File: src/hdl/sst_pkg.sv
package sst_pkg;

   typedef enum logic [1:0] {
      ACT_INSERT = 2'd0,
      ACT_LOOKUP = 2'd1,
      ACT_ENTER  = 2'd2,
      ACT_LEAVE  = 2'd3
   } action_type;

   typedef enum logic [2:0] {
      ST_OK        = 3'd0,
      ST_REDECL    = 3'd1,
      ST_UNDECL    = 3'd2,
      ST_FULL      = 3'd3,
      ST_DEEP      = 3'd4,
      ST_UNDERFLOW = 3'd5
   } status_type;

   typedef enum logic [1:0] {
      FSM_IDLE,
      FSM_SCAN,
      FSM_LEAVE_WAIT,
      FSM_EMIT
   } state_type;

   localparam int CSR_INDEX_W = 2;
   localparam logic [CSR_INDEX_W-1:0] CSR_BASE_ADDRESS = 2'd0;
   localparam logic [CSR_INDEX_W-1:0] CSR_ADDRESS_STEP = 2'd1;

   localparam logic [31:0] BASE_ADDRESS_RESET = 32'd1000;
   localparam logic [15:0] ADDRESS_STEP_RESET = 16'd4;

   typedef struct packed {
      action_type  action;
      logic [15:0] name_id;
      logic [7:0]  type_code;
   } req_type;

   typedef struct packed {
      status_type  status;
      logic [7:0]  found_type;
      logic [31:0] found_address;
      logic [3:0]  found_scope;
      logic [3:0]  level_now;
   } rsp_type;

   typedef struct packed {
      logic [15:0] name_id;
      logic [7:0]  type_code;
      logic [31:0] address;
      logic [3:0]  scope;
   } sym_entry_type;

endpackage

File: src/hdl/scoped_symbol_table.sv
// Block-scoped symbol table. Each request inserts a symbol, looks one up,
// enters a scope or leaves one, and returns exactly one response. Insert and
// lookup walk the stored entries newest first through one name comparator fed
// by the entry memory's single read port, one entry per cycle; insert searches
// only the current scope, lookup all scopes. A leave that succeeds passes
// through FSM_LEAVE_WAIT for the scope-stack memory read. The block takes one
// request at a time; a finished response waits in the output register, and
// the next request is accepted while it waits. Write configuration only while
// no request is in flight; writing base_address also restarts the address
// counter.
module scoped_symbol_table #(
   parameter int MAX_ENTRIES = 64,
   parameter int MAX_LEVELS  = 16
) (
   input  logic                                 clock,
   input  logic                                 reset,
   input  logic                                 req_valid,
   output logic                                 req_ready,
   input  sst_pkg::req_type                     req_data,
   output logic                                 rsp_valid,
   input  logic                                 rsp_ready,
   output sst_pkg::rsp_type                     rsp_data,
   input  logic                                 csr_we,
   input  logic [sst_pkg::CSR_INDEX_W-1:0]      csr_index,
   input  logic [31:0]                          csr_wdata
);

   localparam int CW = $clog2(MAX_ENTRIES + 1);
   localparam int IW = $clog2(MAX_ENTRIES);
   localparam int LW = $clog2(MAX_LEVELS);
   localparam int EW = $bits(sst_pkg::sym_entry_type);

   sst_pkg::state_type state_ff, state_in;
   logic [LW-1:0]      level_ff, level_in;
   logic [CW-1:0]      count_ff, count_in;
   logic [CW-1:0]      cur_start_ff, cur_start_in;
   logic [CW-1:0]      lo_ff, lo_in;
   logic [CW-1:0]      ptr_ff, ptr_in;
   logic               pend_ff, pend_in;
   logic               last_ff, last_in;
   logic               empty_ff, empty_in;
   logic [15:0]        step_ff, step_in;
   logic [31:0]        next_addr_ff, next_addr_in;
   sst_pkg::req_type   req_ff, req_in;
   sst_pkg::rsp_type   res_ff, res_in;
   sst_pkg::rsp_type   rsp_ff, rsp_in;
   logic               rsp_valid_ff, rsp_valid_in;

   logic                   entry_we;
   sst_pkg::sym_entry_type entry_wdata;
   logic [EW-1:0]          entry_rdata;
   sst_pkg::sym_entry_type ent_rd;
   logic                   scope_we;
   logic [LW-1:0]          scope_waddr;
   logic [LW-1:0]          scope_raddr;
   logic [CW-1:0]          scope_rdata;

   logic [LW-1:0]   level_up;
   logic [LW-1:0]   level_dn;
   logic [LW+3:0]   cur_wide;
   logic [LW+3:0]   up_wide;
   logic [LW+3:0]   dn_wide;
   logic [3:0]      lvl_cur4;
   logic [3:0]      lvl_up4;
   logic [3:0]      lvl_dn4;
   logic            accept;
   logic            hit;
   logic            miss;
   logic [CW-1:0]   lo_sel;

   assign level_up = level_ff + 1'b1;
   assign level_dn = level_ff - 1'b1;
   assign cur_wide = {4'b0000, level_ff};
   assign up_wide  = {4'b0000, level_up};
   assign dn_wide  = {4'b0000, level_dn};
   assign lvl_cur4 = cur_wide[3:0];
   assign lvl_up4  = up_wide[3:0];
   assign lvl_dn4  = dn_wide[3:0];

   assign ent_rd = sst_pkg::sym_entry_type'(entry_rdata);

   assign req_ready = (state_ff == sst_pkg::FSM_IDLE);
   assign accept    = req_valid && req_ready;
   assign hit       = pend_ff && !empty_ff && (ent_rd.name_id == req_ff.name_id);
   assign miss      = empty_ff || (pend_ff && last_ff && !hit);
   assign lo_sel    = (req_data.action == sst_pkg::ACT_INSERT) ? cur_start_ff : '0;

   assign scope_raddr = level_dn;
   assign scope_waddr = level_up;

   sst_ram #(
      .DEPTH (MAX_ENTRIES),
      .AW    (IW),
      .DW    (EW)
   ) u_entry_ram (
      .clock   (clock),
      .wr_en   (entry_we),
      .wr_addr (count_ff[IW-1:0]),
      .wr_data (entry_wdata),
      .rd_addr (ptr_ff[IW-1:0]),
      .rd_data (entry_rdata)
   );

   sst_ram #(
      .DEPTH (MAX_LEVELS),
      .AW    (LW),
      .DW    (CW)
   ) u_scope_ram (
      .clock   (clock),
      .wr_en   (scope_we),
      .wr_addr (scope_waddr),
      .wr_data (count_ff),
      .rd_addr (scope_raddr),
      .rd_data (scope_rdata)
   );

   always_ff @(posedge clock) begin
      if (reset) begin
         state_ff     <= sst_pkg::FSM_IDLE;
         level_ff     <= '0;
         count_ff     <= '0;
         cur_start_ff <= '0;
         pend_ff      <= 1'b0;
         last_ff      <= 1'b0;
         empty_ff     <= 1'b0;
         step_ff      <= sst_pkg::ADDRESS_STEP_RESET;
         next_addr_ff <= sst_pkg::BASE_ADDRESS_RESET;
         rsp_valid_ff <= 1'b0;
      end else begin
         state_ff     <= state_in;
         level_ff     <= level_in;
         count_ff     <= count_in;
         cur_start_ff <= cur_start_in;
         pend_ff      <= pend_in;
         last_ff      <= last_in;
         empty_ff     <= empty_in;
         step_ff      <= step_in;
         next_addr_ff <= next_addr_in;
         rsp_valid_ff <= rsp_valid_in;
      end
      lo_ff  <= lo_in;
      ptr_ff <= ptr_in;
      req_ff <= req_in;
      res_ff <= res_in;
      rsp_ff <= rsp_in;
   end

   always_comb begin
      state_in     = state_ff;
      level_in     = level_ff;
      count_in     = count_ff;
      cur_start_in = cur_start_ff;
      lo_in        = lo_ff;
      ptr_in       = ptr_ff;
      pend_in      = pend_ff;
      last_in      = last_ff;
      empty_in     = empty_ff;
      step_in      = step_ff;
      next_addr_in = next_addr_ff;
      req_in       = req_ff;
      res_in       = res_ff;
      rsp_in       = rsp_ff;
      rsp_valid_in = rsp_valid_ff;
      entry_we     = 1'b0;
      scope_we     = 1'b0;
      entry_wdata  = '{name_id: req_ff.name_id, type_code: req_ff.type_code,
                       address: next_addr_ff, scope: lvl_cur4};

      if (rsp_valid_ff && rsp_ready) begin
         rsp_valid_in = 1'b0;
      end

      unique case (state_ff)
         sst_pkg::FSM_IDLE: begin
            if (accept) begin
               req_in           = req_data;
               res_in           = '0;
               res_in.level_now = lvl_cur4;
               unique case (req_data.action)
                  sst_pkg::ACT_INSERT, sst_pkg::ACT_LOOKUP: begin
                     lo_in    = lo_sel;
                     empty_in = (count_ff == lo_sel);
                     ptr_in   = count_ff - 1'b1;
                     pend_in  = 1'b0;
                     last_in  = 1'b0;
                     state_in = sst_pkg::FSM_SCAN;
                  end
                  sst_pkg::ACT_ENTER: begin
                     if (level_ff == LW'(MAX_LEVELS - 1)) begin
                        res_in.status = sst_pkg::ST_DEEP;
                     end else begin
                        level_in         = level_up;
                        scope_we         = 1'b1;
                        cur_start_in     = count_ff;
                        res_in.level_now = lvl_up4;
                     end
                     state_in = sst_pkg::FSM_EMIT;
                  end
                  sst_pkg::ACT_LEAVE: begin
                     if (level_ff == '0) begin
                        res_in.status = sst_pkg::ST_UNDERFLOW;
                        state_in      = sst_pkg::FSM_EMIT;
                     end else begin
                        // drop the scope's entries; fetch the outer scope start
                        count_in         = cur_start_ff;
                        level_in         = level_dn;
                        res_in.level_now = lvl_dn4;
                        state_in         = sst_pkg::FSM_LEAVE_WAIT;
                     end
                  end
                  default: ;
               endcase
            end
         end

         sst_pkg::FSM_SCAN: begin
            if (hit) begin
               res_in.status        = (req_ff.action == sst_pkg::ACT_INSERT) ?
                                      sst_pkg::ST_REDECL : sst_pkg::ST_OK;
               res_in.found_type    = ent_rd.type_code;
               res_in.found_address = ent_rd.address;
               res_in.found_scope   = ent_rd.scope;
               state_in             = sst_pkg::FSM_EMIT;
            end else if (miss) begin
               if (req_ff.action == sst_pkg::ACT_LOOKUP) begin
                  res_in.status = sst_pkg::ST_UNDECL;
               end else if (count_ff == CW'(MAX_ENTRIES)) begin
                  res_in.status = sst_pkg::ST_FULL;
               end else begin
                  entry_we             = 1'b1;
                  count_in             = count_ff + 1'b1;
                  next_addr_in         = next_addr_ff + {16'd0, step_ff};
                  res_in.status        = sst_pkg::ST_OK;
                  res_in.found_type    = req_ff.type_code;
                  res_in.found_address = next_addr_ff;
                  res_in.found_scope   = lvl_cur4;
               end
               state_in = sst_pkg::FSM_EMIT;
            end else begin
               // issue the next older entry
               pend_in = 1'b1;
               last_in = (ptr_ff == lo_ff);
               ptr_in  = ptr_ff - 1'b1;
            end
         end

         sst_pkg::FSM_LEAVE_WAIT: begin
            cur_start_in = (level_ff == '0) ? '0 : scope_rdata;
            state_in     = sst_pkg::FSM_EMIT;
         end

         sst_pkg::FSM_EMIT: begin
            // hold until the output register is free
            if (!rsp_valid_ff || rsp_ready) begin
               rsp_in       = res_ff;
               rsp_valid_in = 1'b1;
               state_in     = sst_pkg::FSM_IDLE;
            end
         end

         default: state_in = sst_pkg::FSM_IDLE;
      endcase

      if (csr_we) begin
         if (csr_index == sst_pkg::CSR_BASE_ADDRESS) begin
            next_addr_in = csr_wdata;
         end else if (csr_index == sst_pkg::CSR_ADDRESS_STEP) begin
            step_in = csr_wdata[15:0];
         end
      end
   end

   assign rsp_valid = rsp_valid_ff;
   assign rsp_data  = rsp_ff;

   a_count_bound: assert property (@(posedge clock) disable iff (reset)
      count_ff <= CW'(MAX_ENTRIES))
      else $error("entry count above table size");

   a_start_below_count: assert property (@(posedge clock) disable iff (reset)
      cur_start_ff <= count_ff)
      else $error("scope start beyond entry count");

   a_level_bound: assert property (@(posedge clock) disable iff (reset)
      level_ff <= LW'(MAX_LEVELS - 1))
      else $error("nesting level out of range");

   a_write_in_scan: assert property (@(posedge clock) disable iff (reset)
      entry_we |-> (state_ff == sst_pkg::FSM_SCAN) && miss && !hit)
      else $error("entry write outside a missed insert search");

   a_count_step: assert property (@(posedge clock) disable iff (reset)
      entry_we |=> count_ff == $past(count_ff) + 1'b1)
      else $error("insert did not advance entry count");

endmodule

File: src/hdl/sst_ram.sv
module sst_ram #(
   parameter int DEPTH = 64,
   parameter int AW    = $clog2(DEPTH),
   parameter int DW    = 60
) (
   input  logic          clock,
   input  logic          wr_en,
   input  logic [AW-1:0] wr_addr,
   input  logic [DW-1:0] wr_data,
   input  logic [AW-1:0] rd_addr,
   output logic [DW-1:0] rd_data
);

   logic [DW-1:0] mem [DEPTH];
   logic [DW-1:0] rd_data_ff;

   always_ff @(posedge clock) begin
      if (wr_en) begin
         mem[wr_addr] <= wr_data;
      end
      rd_data_ff <= mem[rd_addr];
   end

   assign rd_data = rd_data_ff;

endmodule

File: config.mk
export PLATFORM = sky130hd
export DESIGN_NAME = scoped_symbol_table
export DESIGN_NICKNAME = d
export VERILOG_FILES = /design/src/hdl/sst_pkg.sv /design/src/hdl/scoped_symbol_table.sv /design/src/hdl/sst_ram.sv
export SDC_FILE = /design/constraint.sdc
export NUM_CORES = 2
export LEC_CHECK = 0
export BUFFER_PORTS_ARGS = -buffer_cell sky130_fd_sc_hd__buf_2
export CAP_MARGIN = 15
export CORE_MARGIN = 2
export CORE_UTILIZATION = 25
export DETAILED_ROUTE_END_ITERATION = 8
export PLACE_DENSITY_LB_ADDON = 0.2
export SYNTH_ARGS = -nofsm -noshare
export SYNTH_HDL_FRONTEND = slang
export SYNTH_SLANG_ARGS = --single-unit
export TNS_END_PERCENT = 50
File: constraint.sdc
create_clock -name clock -period 7.25 [get_ports clock]
set_input_delay 1.8125 -clock clock [delete_from_list [all_inputs] [get_ports clock]]
set_output_delay 1.8125 -clock clock [all_outputs]
set_load 0.01 [all_outputs]
* Yosys cells after proc, flatten, opt, wreduce, memory -nomap -nowiden
Memories as Yosys holds them, arrays and structs flattened. A register that Yosys moved wholly into a read port is not among the register bits. Cells that the tools add are included.
Storage, ports and cells: register bits after elaboration 214, memory bits (writable) 3952, memories kept 2
Cells by class: bitwise logic cells 1, equality and inequality tests 28, multiplexer cells 72, $add $sub $neg 6, reductions and logical operators 29
Memory list:
- u_entry_ram.mem | depth 64, width 60, rd ports 1, clocked after Yosys merged registers in 1, write ports 1, RTL line sst_ram.sv:14 | logic [DW-1:0] mem [DEPTH];
- u_scope_ram.mem | depth 16, width 7, rd ports 1, clocked after Yosys merged registers in 1, write ports 1, RTL line sst_ram.sv:14
Operators with widths (number):
- $mux W32 | 7
- $mux W7 | 16
- $mux W47 | 2
- $pmux W47 S2 | 1
- $mux W44 | 2
- $mux W51 | 1
- $pmux W7 S2 | 3
- $add A32 B16 Y32 | 1
- $mux W1 | 24
- $eq A16 B16 Y1 | 1
- $ne A2 B2 Y1 const B | 8
- $eq A7 B7 Y1 | 2
- $sub A7 B1 Y7 const B | 2
- $mux W2 | 6
- $reduce_and A3 Y1 | 4
- $reduce_and A5 Y1 | 2
- $ne A3 B3 Y1 const B | 3
- $eq A2 B1 Y1 const B | 4
- $eq A2 B2 Y1 const B | 4
- $logic_not A2 Y1 | 4
- $mux W4 | 2
- $ne A2 B1 Y1 const B | 4
- $pmux W2 S4 | 1
- $pmux W4 S2 | 1
- other kinds (19) | 31

* Longest topological paths before layout
depth after elaboration 11, gate-level depth with buffers 12

* Hierarchy
From an unflattened synthesis, not the netlist that was laid out.
Unflattened totals: cells, all modules 7392, area total of the unflattened synthesis 161014.4 um^2
Modules (own cells, without submodules):
- sst_ram (u_entry_ram) | area an instance 146445.5 um^2, sequential area each 116511.7 um^2, times used 1, cells an instance 6203
- scoped_symbol_table | area an instance 10038.4 um^2, sequential area each 5705.5 um^2, times used 1, cells an instance 986
- sst_ram (u_scope_ram) | area an instance 4530.6 um^2, sequential area each 3503.4 um^2, times used 1, cells an instance 203

* Least setup slack after synthesis
OpenSTA, ideal clock, no wires.
kind register to register, from register req_ff (netlist bit entry_wdata[54]), to memory u_entry_ram.mem[19][0], enable pin, stages on the path, launching flop included 10, required time 6.772 ns, arrival time 5.014 ns, path buffers 2, setup slack 1.758 ns, library setup time 0.478 ns, cell sequence edfxtp_1 -> xnor2_1 -> nand4_1 -> nor3_1 -> nand3_1 -> and3_1 -> clkbuf_1 -> buf_6 -> nand4_2 -> nor2_1
Between the ends: cells in the longest elaborated chain, start to end 10
Ends and longest elaborated chain:
- start, declared | RTL line scoped_symbol_table.sv:44 | sst_pkg::req_type req_ff, req_in;
- start signal, assigned | RTL line scoped_symbol_table.sv:143 | req_ff <= req_in;
- $eq A16 B16 Y1 * | RTL line scoped_symbol_table.sv:84 | assign hit = pend_ff && !empty_ff && (ent_rd.name_id == req_ff.name_id);
- $logic_and A1 B1 Y1 * | RTL line scoped_symbol_table.sv:84
- $logic_not A1 Y1 | RTL line scoped_symbol_table.sv:85 | assign miss = empty_ff || (pend_ff && last_ff && !hit);
- $logic_and A1 B1 Y1 | RTL line scoped_symbol_table.sv:85
- $logic_or A1 B1 Y1 | RTL line scoped_symbol_table.sv:85
- $mux W1 | RTL line scoped_symbol_table.sv:224 | end else if (miss) begin
- $mux W1 * | RTL line scoped_symbol_table.sv:217 | if (hit) begin
- $mux W1 * | RTL line scoped_symbol_table.sv:173 | unique case (state_ff)
- $mux W1 * | RTL line sst_ram.sv:18 | if (wr_en) begin
- $mux W1 (not written as such) * | RTL line sst_ram.sv:19 | mem[wr_addr] <= wr_data;
- end, declared | RTL line sst_ram.sv:14
Every way passes the cells marked *; elsewhere a longest branch is shown, timed or not.

* Worst setup path after layout
from register count_ff[5], to memory u_entry_ram.mem[0][51], enable pin
Between the ends: cells in the longest elaborated chain, start to end 8
Ends and longest elaborated chain:
- start, declared | RTL line scoped_symbol_table.sv:35 | logic [CW-1:0] count_ff, count_in;
- start signal, assigned | RTL line scoped_symbol_table.sv:132 | count_ff <= count_in;
- $eq A7 B7 Y1 | RTL line scoped_symbol_table.sv:227 | end else if (count_ff == CW'(MAX_ENTRIES)) begin
- $mux W1 | RTL line scoped_symbol_table.sv:227
- $mux W1 | RTL line scoped_symbol_table.sv:225 | if (req_ff.action == sst_pkg::ACT_LOOKUP) begin
- $mux W1 | RTL line scoped_symbol_table.sv:224
- $mux W1 | RTL line scoped_symbol_table.sv:217
- $mux W1 | RTL line scoped_symbol_table.sv:173
- $mux W1 | RTL line sst_ram.sv:18
- $mux W1 (not written as such) | RTL line sst_ram.sv:19
Parallel ways exist; a longest one is shown, timed or not.

==> impl_metrics.env <==
export IMPL_status="completed"
export IMPL_firstDrtPassIters=9
export IMPL_fin_tns_setup_ns=0
export IMPL_crit_slowest_cell="dfxtp_1"
export IMPL_start_util=0.251
export IMPL_critPathMostFrequentCell="or3_1"
export IMPL_path_clk_slew_ns=0.07
export IMPL_postCtsSetupBuffers=0
export IMPL_nNetsFinal=7300
export IMPL_cts_tree="built"
export IMPL_slowest_delay_ns=0.95
export IMPL_reg2reg_slack_ns=2.04
export IMPL_totalWireLength_um=495000
export IMPL_endpoint_kind="register"
export IMPL_synthArstFlopShare=0
export IMPL_ys_ff_latch=4233
export IMPL_busiest_layer="met2"
export IMPL_die_h_um=807
export IMPL_io_pins=118
export IMPL_clk_latency_ns=1.04
export IMPL_rsz0062_at_grt="no"
export IMPL_clkPwrFrac=0.351
export IMPL_cts_resized=0
export IMPL_die_w_um=807
export IMPL_ff2ff_path_depth=7
export IMPL_synth_ff_type="edfxtp_1"
export IMPL_switching_share=0.284
export IMPL_ir_worst_vdd_mv=0.284
export IMPL_final_common_cell="edfxtp_1"
export IMPL_dieArea_um2=651000
export IMPL_numCtsBuffers=442
export IMPL_syn_cell_area_um2=161000
export IMPL_fmax_ghz=0.192
export IMPL_drv_slew=0
export IMPL_drv_cap=0
export IMPL_yosysWarningCount=0
export IMPL_cts_path_max_buffers=4
export IMPL_antenna_found_initial=58
export IMPL_power_density_nw_per_um2=342
export IMPL_syn_area_per_cell_um2=24.0
export IMPL_drive_gt1_frac=0.324
export IMPL_mostFrequentLayoutCells="edfxtp_1 (4094), mux4_2 (1288), clkbuf_16 (444)"
export IMPL_hold_viol=0
export IMPL_synth_seq_area_share=0.780
export IMPL_seqPwrFrac=0.438
export IMPL_syn2layout_area_growth_pct=17.5
export IMPL_vias=74977
export IMPL_crit_end="u_entry_ram.mem[0][51]"
export IMPL_power_internal_mw=46.5
export IMPL_setup_violations=0
export IMPL_cp_required_ns=7.89
export IMPL_crit_start="count_ff[5]"
export IMPL_netlist_area_leader_share=0.763
export IMPL_synthCells=6716
export IMPL_r2r_end="u_entry_ram.mem[0][51]"
export IMPL_rr_startpoint="count_ff[5]"
export IMPL_cp_start_kind="register"
export IMPL_htree_num_levels=5
export IMPL_cts_hold_buffers_added=0
export IMPL_timing_final_crit_share=0.719
export IMPL_ys_types=74
export IMPL_yosys_area_top_type="edfxtp_1"
export IMPL_fin_crit_ns=5.21
export IMPL_synthTopCellsByArea="edfxtp_1 (76%), mux4_2 (18%), dfxtp_1 (1.7%)"
export IMPL_grt_usage=0.148
export IMPL_crit_chain="or3_1, or3_1, and3b_1, and3_1, nand3_2, nor2_4, buf_4"
export IMPL_clock_sinks=4233
export IMPL_skew_ns=0.0796
export IMPL_cellLeakagePower_nw=57.8
export IMPL_grt_met2_usage=0.249
export IMPL_drt_iter0_markers=8230
export IMPL_cts_root_buf="clkbuf_16"
export IMPL_dp_hpwl_um=291000
export IMPL_routed_via_density=4.63
export IMPL_fin_util=0.295
export IMPL_io_buffer_count=117
export IMPL_slew_headroom=0.209
export IMPL_power_frac_comb=0.210
export IMPL_grt_use_met1=0.207
export IMPL_wl_per_cell_um=30.6
export IMPL_gp_routability_congestion=0.753
export IMPL_placement_rows=294
export IMPL_p_switching_mw=18.4
export IMPL_drc=0
export IMPL_worst_pin_slew_ns=1.19
export IMPL_syn_num_nets=6810
export IMPL_grt_max_degree=127
export IMPL_crit_fanout=27
export IMPL_path_class="reg -> reg"
export IMPL_grt_pass1_vias=77273
export IMPL_grt_first_pass_wirelength_um=674000
export IMPL_coreArea_um2=642000
export IMPL_cp_arrival_ns=5.85
export IMPL_synth_edf_count=4094
export IMPL_gr_total_overflow=0
export IMPL_ant_nets=0
export IMPL_hp_class="reg -> reg"
export IMPL_min_from="res_ff[16]"
export IMPL_grtUsageMet3=0.0181
-- worst max-delay path, delay by kind of cell, from the launching register on --
family / cells / cell delay (ns)
DFF: 1 / 0.95
and+or+nand+nor: 6 / 3.34
buffers and inverters: 1 / 0.48
-- metrics by stage --
stage	instance area, µm²	cells	hold WS (ns)	setup WS (ns)	total power, mW
after global placement	175000	15345	0.406	2.08	43.0
after detailed placement	175000	15346	0.409	2.14	43.0
final	189000	16192	0.421	2.04	64.9
after CTS	189000	16172	0.420	2.08	66.0
after floorplan	161000	6716	0.400	1.76	36.8
after global routing	189000	16179	0.427	1.90	67.1
-- cells by family after synthesis --
kind of cell / synth area share
xor+xnor: 0.00288
flops: 0.780
buf+inv: 0.00953
compound gates: 0.0105
fa+ha+maj: 0.00230
simple gates: 0.0139
mux: 0.181
-- how the worst min path moves through the flow --
stage,end,slack (ns),cells past startpoint
floorplan,rsp_data[0],0.40,0
global placement,rsp_data[50],0.41,0
detailed placement,rsp_data[5],0.41,0
CTS,rsp_data[48],0.42,0
global route,rsp_data[18],0.43,0
finish,rsp_data[16],0.42,0
-- synth_stat cells (all sizes together), types with 12 or more instances --
master / n
nor3: 21
edfxtp: 4094
inv: 19
nand4: 15
o21ai: 18
nand3: 23
xor2: 14
nand2: 179
and2: 12
ha: 28
nor2: 138
a21oi: 62
mux4: 1288
a21boi: 46
a211oi: 22
and3: 12
mux2i: 19
a311oi: 17
clkbuf: 211
dfxtp: 139
nor2b: 14
xnor2: 39
buf: 144
-- power by group through the flow --
| stage | clock network (mW) | logic [mW] | registers (mW) |
|---|---|---|---|
| 6_report | 22.8 | 13.6 | 28.4 |
| 3_3_place_gp | 0 | 14.0 | 29.0 |
| 5_1_grt | 24.3 | 14.3 | 28.5 |
| 2_1_floorplan | 0 | 7.96 | 28.8 |
| 4_1_cts | 23.4 | 14.1 | 28.5 |
| 3_5_place_dp | 0 | 14.1 | 29.0 |
-- metal layers --
layer | vias up | share of wire
met4 | 2 | 0.020
met3 | 560 | 0.046
li1 | 29961 | -
met2 | 2280 | 0.49
met5 | - | 0.000026
met1 | 42174 | 0.44
-- registers in the layout (all words and copies together) (netlist names) --
name	cells
u_entry_ram.rd_data	60
rsp_valid	1
req_ff	2
pend_ff	1
u_scope_ram.rd_data	7
cur_start_ff	7
level_ff	4
u_scope_ram.mem	112
rsp_data	51
empty_ff	1
ptr_ff	7
u_entry_ram.mem	3840
count_ff	7
last_ff	1
state_ff	2
entry_wdata	24
step_ff	16
res_ff	51
lo_ff	7
next_addr_ff	32
-- area by class of cell --
cell class                      count  area, µm²
Timing Repair Buffer              401       3650
Clock buffer                      554      11700
Antenna cell                       20       50.0
Clock inverter                    272       2860
Multi-Input combinational cell   2108      34500
Tap cell                         8584      10700
Sequential cell                  4233     126000
Inverter                           20       77.6
Fill cell                       61682     453000
(Power assumes the default switching activity.)
